$ cat config.mk
export PLATFORM = sky130hd
export DESIGN_NAME = parent_pointer_forest_engine_core
export DESIGN_NICKNAME = d
export VERILOG_FILES = /design/src/rtl/ppf_pkg.sv /design/src/rtl/parent_pointer_forest_engine_core.sv /design/src/rtl/ppf_datapath.sv /design/src/rtl/ppf_ctrl.sv
export SDC_FILE = /design/constraint.sdc
export NUM_CORES = 1
export LEC_CHECK = 0
export BUFFER_PORTS_ARGS = -buffer_cell sky130_fd_sc_hd__buf_2
export CAP_MARGIN = 30
export CORE_MARGIN = 4
export CORE_UTILIZATION = 56
export DETAILED_ROUTE_END_ITERATION = 10
export GPL_ROUTABILITY_DRIVEN = 1
export GPL_TIMING_DRIVEN = 0
export PLACE_DENSITY = 0.81
export SYNTH_ARGS = -nofsm -noshare
export SYNTH_HDL_FRONTEND = slang
export SYNTH_SLANG_ARGS = --single-unit
export TNS_END_PERCENT = 50
$ cat constraint.sdc
create_clock -name clk -period 9.7 [get_ports clk]
set_clock_uncertainty 0.15 [all_clocks]
set_input_delay 1.94 -clock clk [delete_from_list [all_inputs] [get_ports clk]]
set_output_delay 1.94 -clock clk [all_outputs]
set_load 0.01 [all_outputs]
$ cat src/rtl/ppf_pkg.sv
// ppf_pkg: shared types and constants of the parent-pointer forest engine
// command and status codes, datapath command and status structs
// no dependencies
`timescale 1ns / 1ps

package ppf_pkg;

    localparam int VERTEX_W = 6;
    localparam int CMD_W    = 3;
    localparam int STATUS_W = 2;

    // command codes
    localparam logic [CMD_W-1:0] CMD_LINK        = 3'd0;
    localparam logic [CMD_W-1:0] CMD_FIND_ROOT   = 3'd1;
    localparam logic [CMD_W-1:0] CMD_FIND_BRANCH = 3'd2;
    localparam logic [CMD_W-1:0] CMD_PATH        = 3'd3;
    localparam logic [CMD_W-1:0] CMD_REROOT      = 3'd4;

    // status codes
    localparam logic [STATUS_W-1:0] ST_OK     = 2'd0;
    localparam logic [STATUS_W-1:0] ST_ROOT   = 2'd1;
    localparam logic [STATUS_W-1:0] ST_MUTUAL = 2'd2;
    localparam logic [STATUS_W-1:0] ST_CYCLE  = 2'd3;

    // source of the vertex field of an emitted word
    typedef enum logic [1:0] {
        VSEL_ZERO,
        VSEL_CUR,
        VSEL_RDATA
    } vsel_t;

    // controller to datapath
    typedef struct packed {
        logic                load_item;
        logic                restart;
        logic                rd_en;
        logic                rd_from_rdata;
        logic                ld_nxt;
        logic                cur_from_rdata;
        logic                cur_from_nxt;
        logic                ld_prev;
        logic                wr_link;
        logic                wr_rr;
        logic                emit;
        vsel_t               emit_vsel;
        logic [STATUS_W-1:0] emit_status;
        logic                emit_last;
    } ppf_cmd_t;

    // datapath to controller
    typedef struct packed {
        logic hp_cur;
        logic hp_p;
        logic mutual;
        logic cnt_full;
        logic out_free;
    } ppf_stat_t;

endpackage

$ cat src/rtl/parent_pointer_forest_engine_core.sv
// parent_pointer_forest_engine_core: top level of the parent-pointer forest engine
// depends on ppf_pkg, ppf_ctrl and ppf_datapath
//
//  channel | direction | handshake            | word
//  --------+-----------+----------------------+-------------------------------
//  in      | input     | in_valid / in_ready  | cmd, vertex, new_parent
//  out     | output    | out_valid / out_ready| result_vertex, status, last
//
// One command at a time. Link writes one entry and emits one word; find root and
// find branch walk up the parents one step at a time; path to root and reroot
// first check the whole path and then, from the subject again, emit it or rewrite
// it. The single read port of the parent store sets the pace: one parent fetch per
// step. Reset clears all has-parent flags at once.
// A stalled output word holds the engine only when the next word is due.
`timescale 1ns / 1ps

module parent_pointer_forest_engine_core #(
    parameter int NUM_VERTICES = 64
) (
    input  logic                           clk,
    input  logic                           rst_n,
    input  logic                           in_valid,
    output logic                           in_ready,
    input  logic [ppf_pkg::CMD_W-1:0]      cmd,
    input  logic [ppf_pkg::VERTEX_W-1:0]   vertex,
    input  logic [ppf_pkg::VERTEX_W-1:0]   new_parent,
    output logic                           out_valid,
    input  logic                           out_ready,
    output logic [ppf_pkg::VERTEX_W-1:0]   result_vertex,
    output logic [ppf_pkg::STATUS_W-1:0]   status,
    output logic                           last
);
    import ppf_pkg::*;

    ppf_cmd_t  dp_cmd;
    ppf_stat_t dp_stat;

    // sequencer
    ppf_ctrl u_ctrl (
        .clk      (clk),
        .rst_n    (rst_n),
        .in_valid (in_valid),
        .in_ready (in_ready),
        .cmd      (cmd),
        .stat     (dp_stat),
        .ctl      (dp_cmd)
    );

    // parent table and walk datapath
    ppf_datapath #(
        .NUM_VERTICES (NUM_VERTICES)
    ) u_datapath (
        .clk           (clk),
        .rst_n         (rst_n),
        .vertex        (vertex),
        .new_parent    (new_parent),
        .ctl           (dp_cmd),
        .stat          (dp_stat),
        .out_valid     (out_valid),
        .out_ready     (out_ready),
        .result_vertex (result_vertex),
        .status        (status),
        .last          (last)
    );

endmodule

$ cat src/rtl/ppf_datapath.sv
// ppf_datapath: parent table, walk registers, step counter and output register
// depends on ppf_pkg; driven by ppf_ctrl through ppf_cmd_t
`timescale 1ns / 1ps

module ppf_datapath #(
    parameter int NUM_VERTICES = 64
) (
    input  logic                           clk,
    input  logic                           rst_n,
    input  logic [ppf_pkg::VERTEX_W-1:0]   vertex,
    input  logic [ppf_pkg::VERTEX_W-1:0]   new_parent,
    input  ppf_pkg::ppf_cmd_t              ctl,
    output ppf_pkg::ppf_stat_t             stat,
    output logic                           out_valid,
    input  logic                           out_ready,
    output logic [ppf_pkg::VERTEX_W-1:0]   result_vertex,
    output logic [ppf_pkg::STATUS_W-1:0]   status,
    output logic                           last
);
    import ppf_pkg::*;

    localparam int AW = (NUM_VERTICES > 1) ? $clog2(NUM_VERTICES) : 1;
    localparam int CW = $clog2(NUM_VERTICES + 1);
    localparam logic [VERTEX_W:0] N_LIM = (VERTEX_W + 1)'(NUM_VERTICES);
    localparam logic [CW-1:0]     N_CNT = CW'(NUM_VERTICES);

    // parent index store and has-parent flags
    logic [VERTEX_W-1:0] mem [NUM_VERTICES];
    logic [NUM_VERTICES-1:0] hp_reg;

    logic [VERTEX_W-1:0] v_reg, np_reg, cur_reg, nxt_reg, prev_reg, rdata_reg;
    logic                first_reg;
    logic [CW-1:0]       cnt_reg;

    logic                out_valid_reg;
    logic [VERTEX_W-1:0] res_reg;
    logic [STATUS_W-1:0] st_reg;
    logic                last_reg;

    logic [VERTEX_W-1:0] raddr;
    logic                wr_en, wr_hp;
    logic [AW-1:0]       wr_addr;
    logic [VERTEX_W-1:0] wr_data;
    logic [VERTEX_W-1:0] emit_v;

    function automatic logic in_range(input logic [VERTEX_W-1:0] x);
        return {1'b0, x} < N_LIM;
    endfunction

    function automatic logic [AW-1:0] idx(input logic [VERTEX_W-1:0] x);
        return x[AW-1:0];
    endfunction

    // status towards the controller
    assign stat.hp_cur   = in_range(cur_reg) && hp_reg[idx(cur_reg)];
    assign stat.hp_p     = in_range(rdata_reg) && hp_reg[idx(rdata_reg)];
    assign stat.mutual   = (rdata_reg == cur_reg);
    assign stat.cnt_full = (cnt_reg >= N_CNT);
    assign stat.out_free = !out_valid_reg || out_ready;

    // read address
    assign raddr = ctl.rd_from_rdata ? rdata_reg : cur_reg;

    // write port: link writes the child, reroot rewrites the current vertex
    always_comb
    begin
        wr_en   = 1'b0;
        wr_hp   = 1'b1;
        wr_addr = idx(v_reg);
        wr_data = np_reg;
        if (ctl.wr_link)
        begin
            wr_en = in_range(v_reg) && in_range(np_reg);
        end
        else if (ctl.wr_rr)
        begin
            wr_en   = in_range(cur_reg);
            wr_hp   = !first_reg;
            wr_addr = idx(cur_reg);
            wr_data = prev_reg;
        end
    end

    // parent index memory
    always_ff @(posedge clk)
    begin
        if (wr_en)
        begin
            mem[wr_addr] <= wr_data;
        end
        if (ctl.rd_en)
        begin
            rdata_reg <= mem[idx(raddr)];
        end
    end

    // has-parent flags, cleared by reset
    always_ff @(posedge clk or negedge rst_n)
    begin
        if (!rst_n)
        begin
            hp_reg <= '0;
        end
        else if (wr_en)
        begin
            hp_reg[wr_addr] <= wr_hp;
        end
    end

    // walk registers
    always_ff @(posedge clk)
    begin
        if (ctl.load_item)
        begin
            v_reg  <= vertex;
            np_reg <= new_parent;
        end
        if (ctl.ld_nxt)
        begin
            nxt_reg <= rdata_reg;
        end
        if (ctl.ld_prev)
        begin
            prev_reg <= cur_reg;
        end
    end

    always_ff @(posedge clk or negedge rst_n)
    begin
        if (!rst_n)
        begin
            cur_reg   <= '0;
            cnt_reg   <= '0;
            first_reg <= 1'b1;
        end
        else if (ctl.load_item)
        begin
            cur_reg   <= vertex;
            cnt_reg   <= CW'(1);
            first_reg <= 1'b1;
        end
        else if (ctl.restart)
        begin
            cur_reg   <= v_reg;
            first_reg <= 1'b1;
        end
        else
        begin
            if (ctl.cur_from_rdata)
            begin
                cur_reg <= rdata_reg;
                cnt_reg <= cnt_reg + CW'(1);
            end
            else if (ctl.cur_from_nxt)
            begin
                cur_reg <= nxt_reg;
                cnt_reg <= cnt_reg + CW'(1);
            end
            if (ctl.ld_prev)
            begin
                first_reg <= 1'b0;
            end
        end
    end

    // output word source
    always_comb
    begin
        case (ctl.emit_vsel)
            VSEL_CUR:   emit_v = cur_reg;
            VSEL_RDATA: emit_v = rdata_reg;
            default:    emit_v = '0;
        endcase
    end

    // output register
    always_ff @(posedge clk or negedge rst_n)
    begin
        if (!rst_n)
        begin
            out_valid_reg <= 1'b0;
        end
        else if (ctl.emit)
        begin
            out_valid_reg <= 1'b1;
        end
        else if (out_ready)
        begin
            out_valid_reg <= 1'b0;
        end
    end

    always_ff @(posedge clk)
    begin
        if (ctl.emit)
        begin
            res_reg  <= emit_v;
            st_reg   <= ctl.emit_status;
            last_reg <= ctl.emit_last;
        end
    end

    assign out_valid     = out_valid_reg;
    assign result_vertex = res_reg;
    assign status        = st_reg;
    assign last          = last_reg;

endmodule

$ cat src/rtl/ppf_ctrl.sv
// ppf_ctrl: command sequencer of the parent-pointer forest engine
// depends on ppf_pkg; steers ppf_datapath through ppf_cmd_t
`timescale 1ns / 1ps

module ppf_ctrl (
    input  logic                        clk,
    input  logic                        rst_n,
    input  logic                        in_valid,
    output logic                        in_ready,
    input  logic [ppf_pkg::CMD_W-1:0]   cmd,
    input  ppf_pkg::ppf_stat_t          stat,
    output ppf_pkg::ppf_cmd_t           ctl
);
    import ppf_pkg::*;

    typedef enum logic [3:0] {
        S_IDLE,
        S_LINK,
        S_START,
        S_PSTEP,
        S_PPAIR,
        S_EMIT,
        S_ENEXT,
        S_RREAD,
        S_RWRITE
    } state_t;

    state_t           state_reg, state_next;
    logic [CMD_W-1:0] op_reg;
    logic             branch_mode;

    assign branch_mode = op_reg inside {CMD_FIND_ROOT, CMD_FIND_BRANCH};
    assign in_ready    = (state_reg == S_IDLE);

    always_comb
    begin
        ctl        = '0;
        state_next = state_reg;
        case (state_reg)
            S_IDLE:
            begin
                if (in_valid)
                begin
                    ctl.load_item = 1'b1;
                    case (cmd) inside
                        CMD_LINK:
                            state_next = S_LINK;
                        CMD_FIND_ROOT, CMD_FIND_BRANCH, CMD_PATH, CMD_REROOT:
                            state_next = S_START;
                        default:
                            state_next = S_IDLE;
                    endcase
                end
            end
            // link: one write and one word
            S_LINK:
            begin
                if (stat.out_free)
                begin
                    ctl.wr_link   = 1'b1;
                    ctl.emit      = 1'b1;
                    ctl.emit_last = 1'b1;
                    state_next    = S_IDLE;
                end
            end
            // subject vertex: root answers at once, otherwise fetch its parent
            S_START:
            begin
                if (!stat.hp_cur)
                begin
                    if (stat.out_free)
                    begin
                        ctl.emit      = 1'b1;
                        ctl.emit_last = 1'b1;
                        case (op_reg)
                            CMD_FIND_ROOT, CMD_PATH:
                                ctl.emit_vsel = VSEL_CUR;
                            CMD_FIND_BRANCH:
                                ctl.emit_status = ST_ROOT;
                            default:
                                ctl.emit_vsel = VSEL_ZERO;
                        endcase
                        state_next = S_IDLE;
                    end
                end
                else
                begin
                    ctl.rd_en  = 1'b1;
                    state_next = S_PSTEP;
                end
            end
            // parent of the current vertex is in the read register
            S_PSTEP:
            begin
                if (branch_mode)
                begin
                    if (!stat.hp_p)
                    begin
                        if (stat.out_free)
                        begin
                            ctl.emit      = 1'b1;
                            ctl.emit_last = 1'b1;
                            ctl.emit_vsel = (op_reg == CMD_FIND_ROOT) ? VSEL_RDATA
                                                                       : VSEL_CUR;
                            state_next    = S_IDLE;
                        end
                    end
                    else if (stat.cnt_full)
                    begin
                        if (stat.out_free)
                        begin
                            ctl.emit        = 1'b1;
                            ctl.emit_last   = 1'b1;
                            ctl.emit_status = ST_CYCLE;
                            state_next      = S_IDLE;
                        end
                    end
                    else
                    begin
                        ctl.rd_en          = 1'b1;
                        ctl.rd_from_rdata  = 1'b1;
                        ctl.cur_from_rdata = 1'b1;
                    end
                end
                else if (stat.hp_p)
                begin
                    // fetch the grandparent for the mutual-parent check
                    ctl.rd_en         = 1'b1;
                    ctl.rd_from_rdata = 1'b1;
                    ctl.ld_nxt        = 1'b1;
                    state_next        = S_PPAIR;
                end
                else if (stat.cnt_full)
                begin
                    if (stat.out_free)
                    begin
                        ctl.emit        = 1'b1;
                        ctl.emit_last   = 1'b1;
                        ctl.emit_status = ST_CYCLE;
                        state_next      = S_IDLE;
                    end
                end
                else
                begin
                    // path checked: second pass from the subject
                    ctl.restart = 1'b1;
                    state_next  = (op_reg == CMD_PATH) ? S_EMIT : S_RREAD;
                end
            end
            // grandparent is in the read register, parent in nxt
            S_PPAIR:
            begin
                if (stat.mutual || stat.cnt_full)
                begin
                    if (stat.out_free)
                    begin
                        ctl.emit        = 1'b1;
                        ctl.emit_last   = 1'b1;
                        ctl.emit_status = stat.mutual ? ST_MUTUAL : ST_CYCLE;
                        state_next      = S_IDLE;
                    end
                end
                else
                begin
                    ctl.cur_from_nxt = 1'b1;
                    state_next       = S_PSTEP;
                end
            end
            // path to root: one word per vertex
            S_EMIT:
            begin
                if (stat.out_free)
                begin
                    ctl.emit      = 1'b1;
                    ctl.emit_vsel = VSEL_CUR;
                    ctl.emit_last = !stat.hp_cur;
                    if (stat.hp_cur)
                    begin
                        ctl.rd_en  = 1'b1;
                        state_next = S_ENEXT;
                    end
                    else
                    begin
                        state_next = S_IDLE;
                    end
                end
            end
            S_ENEXT:
            begin
                ctl.cur_from_rdata = 1'b1;
                state_next         = S_EMIT;
            end
            // reroot: read the old parent before rewriting the entry
            S_RREAD:
            begin
                if (stat.hp_cur)
                begin
                    ctl.rd_en  = 1'b1;
                    state_next = S_RWRITE;
                end
                else if (stat.out_free)
                begin
                    ctl.wr_rr     = 1'b1;
                    ctl.emit      = 1'b1;
                    ctl.emit_last = 1'b1;
                    state_next    = S_IDLE;
                end
            end
            S_RWRITE:
            begin
                ctl.wr_rr          = 1'b1;
                ctl.ld_prev        = 1'b1;
                ctl.cur_from_rdata = 1'b1;
                state_next         = S_RREAD;
            end
            default:
            begin
                state_next = S_IDLE;
            end
        endcase
    end

    // state and latched command
    always_ff @(posedge clk or negedge rst_n)
    begin
        if (!rst_n)
        begin
            state_reg <= S_IDLE;
            op_reg    <= CMD_LINK;
        end
        else
        begin
            state_reg <= state_next;
            if (ctl.load_item)
            begin
                op_reg <= cmd;
            end
        end
    end

endmodule

==> Word level (Yosys, flattened, before mapping) <==
Memory sizes are Yosys's and may differ from the RTL's. A register that Yosys moved wholly into a read port is not among the register bits.
Cells that the tools add are included.
{ "word_totals": {"regBits": 119, "latchBits": 0, "ram_bits": 384, "mem_bits_ro": 0, "in_bits": 19, "out_inout_bits": 11, "word_cells": 165, "n_memories": 1} }
{ "classes": {"add_sub_neg": 1, "mul": 0, "n_div": 0, "n_lt_le_gt_ge": 5, "n_eq_ne": 22, "n_shift": 0, "n_mux": 103, "bitwise_logic": 0, "n_reduce_logical": 19} }
{ "memory_table": {"columns": ["name", "depth", "width", "read_ports", "rd_clocked_by_memory_dff", "wr", "line", "text"], "rows": [
  ["u_datapath.mem", 64, 6, 1, 1, 1, "ppf_datapath.sv:28", "logic [VERTEX_W-1:0] mem [NUM_VERTICES];"]
]} }
{ "op_table": {"columns": ["cell", "count"], "rows": [
  ["6-bit two-way mux", 11],
  ["64-bit bitwise mux", 1],
  ["4-bit two-way mux", 11],
  ["1-bit two-way mux", 41],
  ["4-bit one-hot mux with 9 select lines", 1],
  ["3-bit two-way mux", 10],
  ["7-bit two-way mux", 4],
  ["2-bit two-way mux", 13],
  ["6-bit by 7-bit < comparator with 1-bit output, second input constant", 3],
  ["4-bit by 3-bit equality test with 1-bit output, second input constant", 4],
  ["1-bit binary-select mux with 6-bit select", 2],
  ["3-bit by 2-bit equality test with 1-bit output, second input constant", 4],
  ["1-bit one-hot mux with 6 select lines", 2],
  ["2-bit one-hot mux with 3 select lines", 2],
  ["6-bit one-hot mux with 2 select lines", 1],
  ["4-bit by 2-bit equality test with 1-bit output, second input constant", 2],
  ["7-bit by 1-bit adder with 7-bit output, second input constant", 1],
  ["7-bit >= comparator, second input constant", 1],
  ["1-bit demux with 6-bit select", 1],
  ["3-bit by 1-bit equality test with 1-bit output, second input constant", 2],
  ["6-bit equality test", 1],
  ["6-bit by 1-bit >= comparator with 1-bit output, second input constant", 1],
  ["3-bit nonzero test", 2],
  ["2-bit OR reduction", 3],
  ["other kinds (20)", 26]
]} }

==> Logic depth before layout (Yosys ltp) <==
{ "depth": {"ltp_word": 12, "ltp_mapped": 17, "ltp_nobuf": 11} }

==> Modules after synthesis <==
From an unflattened synthesis, not the netlist that was laid out.
{ "unflattened": {"hier_cells": 2196, "hier_area_um2": 24960.2} }
{ "modules_own_cells": {"columns": ["module", "instances", "cells_each", "area_per_inst_um2"], "rows": [
  ["ppf_datapath", 1, 2072, 24080.6],
  ["ppf_ctrl", 1, 124, 879.6]
]} }

==> Worst setup path before layout <==
OpenSTA, ideal clock, no wires.
{ "synth_timing": {"path_type": "in2reg", "start": "input out_ready", "end": "memory u_datapath.mem[0][2], data pin", "arrival_time_ns": 3.900, "slack_ns": 5.299, "stages": 8, "path_buffers": 4, "path_cell_list": "nand2b_1 buf_1 nand2_1 o31ai_4 buf_6 buf_2 buf_2 mux2_2"} }
{ "synth_between": {"elab_chain_len": 6} }
{ "synth_rtl": {"columns": ["item", "line", "text"], "rows": [
  ["start: declaration", "parent_pointer_forest_engine_core.sv:28", "input logic out_ready,"],
  ["1-bit logical OR (*)", "ppf_datapath.sv:59", "assign stat.out_free = !out_valid_reg || out_ready;"],
  ["2-bit two-way mux", "ppf_ctrl.sv:201", "else if (stat.out_free)"],
  ["2-bit two-way mux", "ppf_ctrl.sv:196", "if (stat.hp_cur)"],
  ["1-bit one-hot mux with 2 select lines", "ppf_ctrl.sv:39", "case (state_reg)"],
  ["6-bit two-way mux", "ppf_datapath.sv:75", "else if (ctl.wr_rr)"],
  ["6-bit two-way mux (*)", "ppf_datapath.sv:71", "if (ctl.wr_link)"],
  ["net u_datapath.wr_data[2]", "ppf_datapath.sv:43", "logic [VERTEX_W-1:0] wr_data;"],
  ["end: declaration", "ppf_datapath.sv:28", null]
]} }
The timed path passes the listed nets; every way through them passes the cells marked *.

==> Worst setup path after layout <==
{ "layout_timing": {"start": "register u_datapath.rdata_reg[2], read port of u_datapath.mem", "end": "register u_datapath.rdata_reg[2], read port of u_datapath.mem, data pin"} }
{ "layout_between": {"elab_chain_len": 6} }
{ "layout_rtl": {"columns": ["item", "line", "text"], "rows": [
  ["start: declaration", "ppf_datapath.sv:31", "logic [VERTEX_W-1:0] v_reg, np_reg, cur_reg, nxt_reg, prev_reg, rdata_reg;"],
  ["1-bit binary-select mux with 6-bit select", "ppf_datapath.sv:56", "assign stat.hp_p = in_range(rdata_reg) && hp_reg[idx(rdata_reg)];"],
  ["1-bit two-way mux (not written as such)", "ppf_datapath.sv:56", null],
  ["3-bit two-way mux / 2-bit two-way mux (equally long branches)", "ppf_ctrl.sv:125, ppf_ctrl.sv:97", null],
  ["2-bit two-way mux", "ppf_ctrl.sv:95", "if (branch_mode)"],
  ["2-bit two-way mux", "ppf_ctrl.sv:39", null],
  ["6-bit two-way mux", "ppf_datapath.sv:62", "assign raddr = ctl.rd_from_rdata ? rdata_reg : cur_reg;"]
]} }
Several ways; a longest one is shown, not always the timed one. The select of a mux whose other input is x is not followed.
A chain may end at the register's enable or synchronous reset.

==> results.cfg <==
[status]
outcome = finished, final reports clean

[route]
antenna_left = 0
wl_mm = 74.80
via_count = 18438
post_drt_wl_per_cell_um = 28.30
via_per_inst = 6.976
drc = 0
drt_iter0_drc = 2897
dr.pass1.iters = 6

[worst_setup_path]
path_delay_family = compound AO/OA/AOI/OAI gates
worstSetupStartpointType = flop
crit_required_ns = 9.89
cp_slowest_cell = nor2_1
critPathArrivalTime_ns = 6.84
critical_path_class = reg -> reg
worst-path-max-fanout = 10
crit_chain = nor2_1 > a22oi_1 > a211oi_1 > nor4_2 > a22o_1 > buf_4 > mux2i_2 > buf_2 > mux2_1 > a2111oi_0 > o22ai_1 > or4_1
slowest_delay_ns = 0.99
cp-end-kind = flop
path_buf_inv = 2

[yosys]
seq_area_frac_synth_pct = 61.58
synth_area_sq_um = 24120
syn_inst = 1971
yosys-top-cells-count = edfxtp_1 (423), nor2_1 (164), a31oi_1 (135), nand2_1 (131), clkbuf_1 (116)
syn_area_per_cell_sq_um = 12.24
synth_area_leaders = edfxtp_1 (53%), dfrtp_1 (8.8%), mux2i_1 (3.7%)
yosysTopAreaCell = edfxtp_1
ys_seq_elements = 509
synth_fp_nets = 1994
async_flop_share_pct = 16.90
synth_edf_count = 423
ys_types = 65
synth-main-ff-cell = edfxtp_1
synth_top_area_share_pct = 52.65
synth_warnings = 0
synth_most_common_cell = edfxtp_1

[timing]
setup_viol = 0
tns_ns = 0
tightest_slew_ns = 1.224
final_max_slew_viol_count = 0
period_share_pct = 68.52
clock.fmax_mhz = 150.5
grt_setup_unrepaired = false
fin_crit_ns = 6.646
final_hold_viol_count = 0
relSlewSlack_pct = 18.08

[floorplan]
die_w_um = 215.6
num_rows = 75
ios = 30
die_h_um = 215.6
design.die.area_sq_um = 46460
initial_utilization_pct = 57.13
core_area_sq_um = 42230

[global_route]
antenna_found_initial = 3
grt_max_degree = 72
grt_pass1_wl_mm = 110.6
first_global_vias = 17684
grt_usage_pct = 31.53
grt_overflow = 0

[cts]
cts.hold.buffers_added = 0
cts.repair.resized = 0
cts_tree = yes
post-cts-setup-buffer-count = 0
cts_made_buffers = 50
cts_sinks = 509
htreeDepth = 2
clock_latency_ns = 0.60
clock-root-buffer = clkbuf_16
clockBufferDepth = 3
clk_pin_slew_ns = 0.07

[placed_design]
hpwl_mm = 50.34
gp_congestion = 0.9970
io_buffers = 29

[pwr]
p_total_mw = 7.272
leakage_nw = 9.239
power_per_cell_area_nw_per_um2 = 272.6
irDropWorstVdd_mv = 0.1255

[job]
maxCapViolCount = 0

[cells_and_area]
drive_above_1_share_pct = 9.558
fill_cells = 3032
nNetsFinal = 2085
largest_reg_flops = 384
area_delta_synth_final_pct = 10.59

[worst_hold_path]
hp-class = reg -> reg
## cells by family after synthesis
kind of cell | share of synthesized area, %
flip-flops | 61.58
AND/OR/NAND/NOR | 13.17
adder cells (fa/ha/maj) | 0.2490
AO/OA/AOI/OAI | 13.59
XOR/XNOR | 0.4720
buffers and inverters | 3.133
multiplexers | 7.811
## cell usage in the layout, fill, tap and decap left out, drive strengths merged, types with 20 or more instances in the layout
master / Yosys / layout
nand3: 57 / 57
dfrtp: 85 / 85
a2bb2oi: 24 / 24
a31oi: 136 / 136
nor2: 164 / 164
a221oi: 25 / 25
edfxtp: 423 / 423
clkbuf: 116 / 185
o21ai: 59 / 59
clkinv: 0 / 20
and2: 53 / 53
a22oi: 27 / 27
nand2: 131 / 131
nand3b: 50 / 50
nor2b: 63 / 63
a2111oi: 26 / 26
a21oi: 70 / 70
mux2: 45 / 45
a211oi: 50 / 50
mux2i: 90 / 90
nand2b: 57 / 57
buf: 32 / 71
mux4: 21 / 21
inv: 37 / 38
## path summary, 6_finish.rpt
check / startpoint / endpoint / slack (ns) / cells past startpoint
setup / recovery: u_datapath.rdata_reg[2]$_DFFE_PP_ / u_datapath.rdata_reg[2]$_DFFE_PP_ / 3.05 / 12
hold / removal: u_datapath.rdata_reg[1]$_DFFE_PP_ / u_datapath.nxt_reg[1]$_DFFE_PP_ / 0.30 / 0
setup reg to reg: u_datapath.rdata_reg[2]$_DFFE_PP_ / u_datapath.rdata_reg[2]$_DFFE_PP_ / 3.05 / 12
hold reg to reg: u_datapath.rdata_reg[1]$_DFFE_PP_ / u_datapath.nxt_reg[1]$_DFFE_PP_ / 0.30 / 0
max in group asynchronous: rst_n / u_datapath.hp_reg[14]$_DFFE_PN0P_ / 7.68 / 2
min in group asynchronous: rst_n / u_datapath.cnt_reg[3]$_DFFE_PN0P_ / 1.06 / 1
## routing by layer
layer / share of wire, % / wire [um] / track usage, %
met4: 6.4 / 4818 / 16.90
met1: 36 / 27040 / 42.67
met5: 0.044 / 33 / 0
met3: 14 / 10230 / 7.722
met2: 44 / 32670 / 47.53
## stage by stage
| stage | cell area (sq um) | setup WS [ns] | hold WS (ns) | util (%) | instances |
|---|---|---|---|---|---|
| 6_report | 26680 | 3.054 | 0.2969 | 63.18 | 2643 |
| 5_1_grt | 26680 | 3.248 | 0.3098 | 63.17 | 2642 |
| 4_1_cts | 26660 | 3.630 | 0.2988 | 63.13 | 2640 |
| 3_5_place_dp | 25080 | 3.661 | 0.2914 | 59.38 | 2547 |
| 3_3_place_gp | 24940 | 3.244 | 0.2849 | 59.07 | 2539 |
| 2_1_floorplan | 24120 | 5.299 | 0.2706 | - | 1971 |
## cell type report
| cell class | instances | area, sq um | share of cell area (%) |
|---|---|---|---|
| multi-input cells | 1277 | 8524 | 31.95 |
| clock inverters | 24 | 166.4 | 0.6238 |
| well taps | 539 | 674.4 | 2.528 |
| inverters | 37 | 138.9 | 0.5206 |
| flip-flops and latches | 509 | 14860 | 55.68 |
| plain buffers | 148 | 616.8 | 2.312 |
| clock buffers | 69 | 1414 | 5.300 |
| repair buffers | 39 | 285.3 | 1.069 |
| diodes | 1 | 2.502 | 0.009380 |
## where the power goes
group	internal [mW]	leakage [nW]	switching, mW
sequential	2.66	4.97	0.127
combinational	0.865	3.49	1.73
clock	1.07	0.784	0.824
total	4.59	9.24	2.68
(Power assumes the default switching activity.)
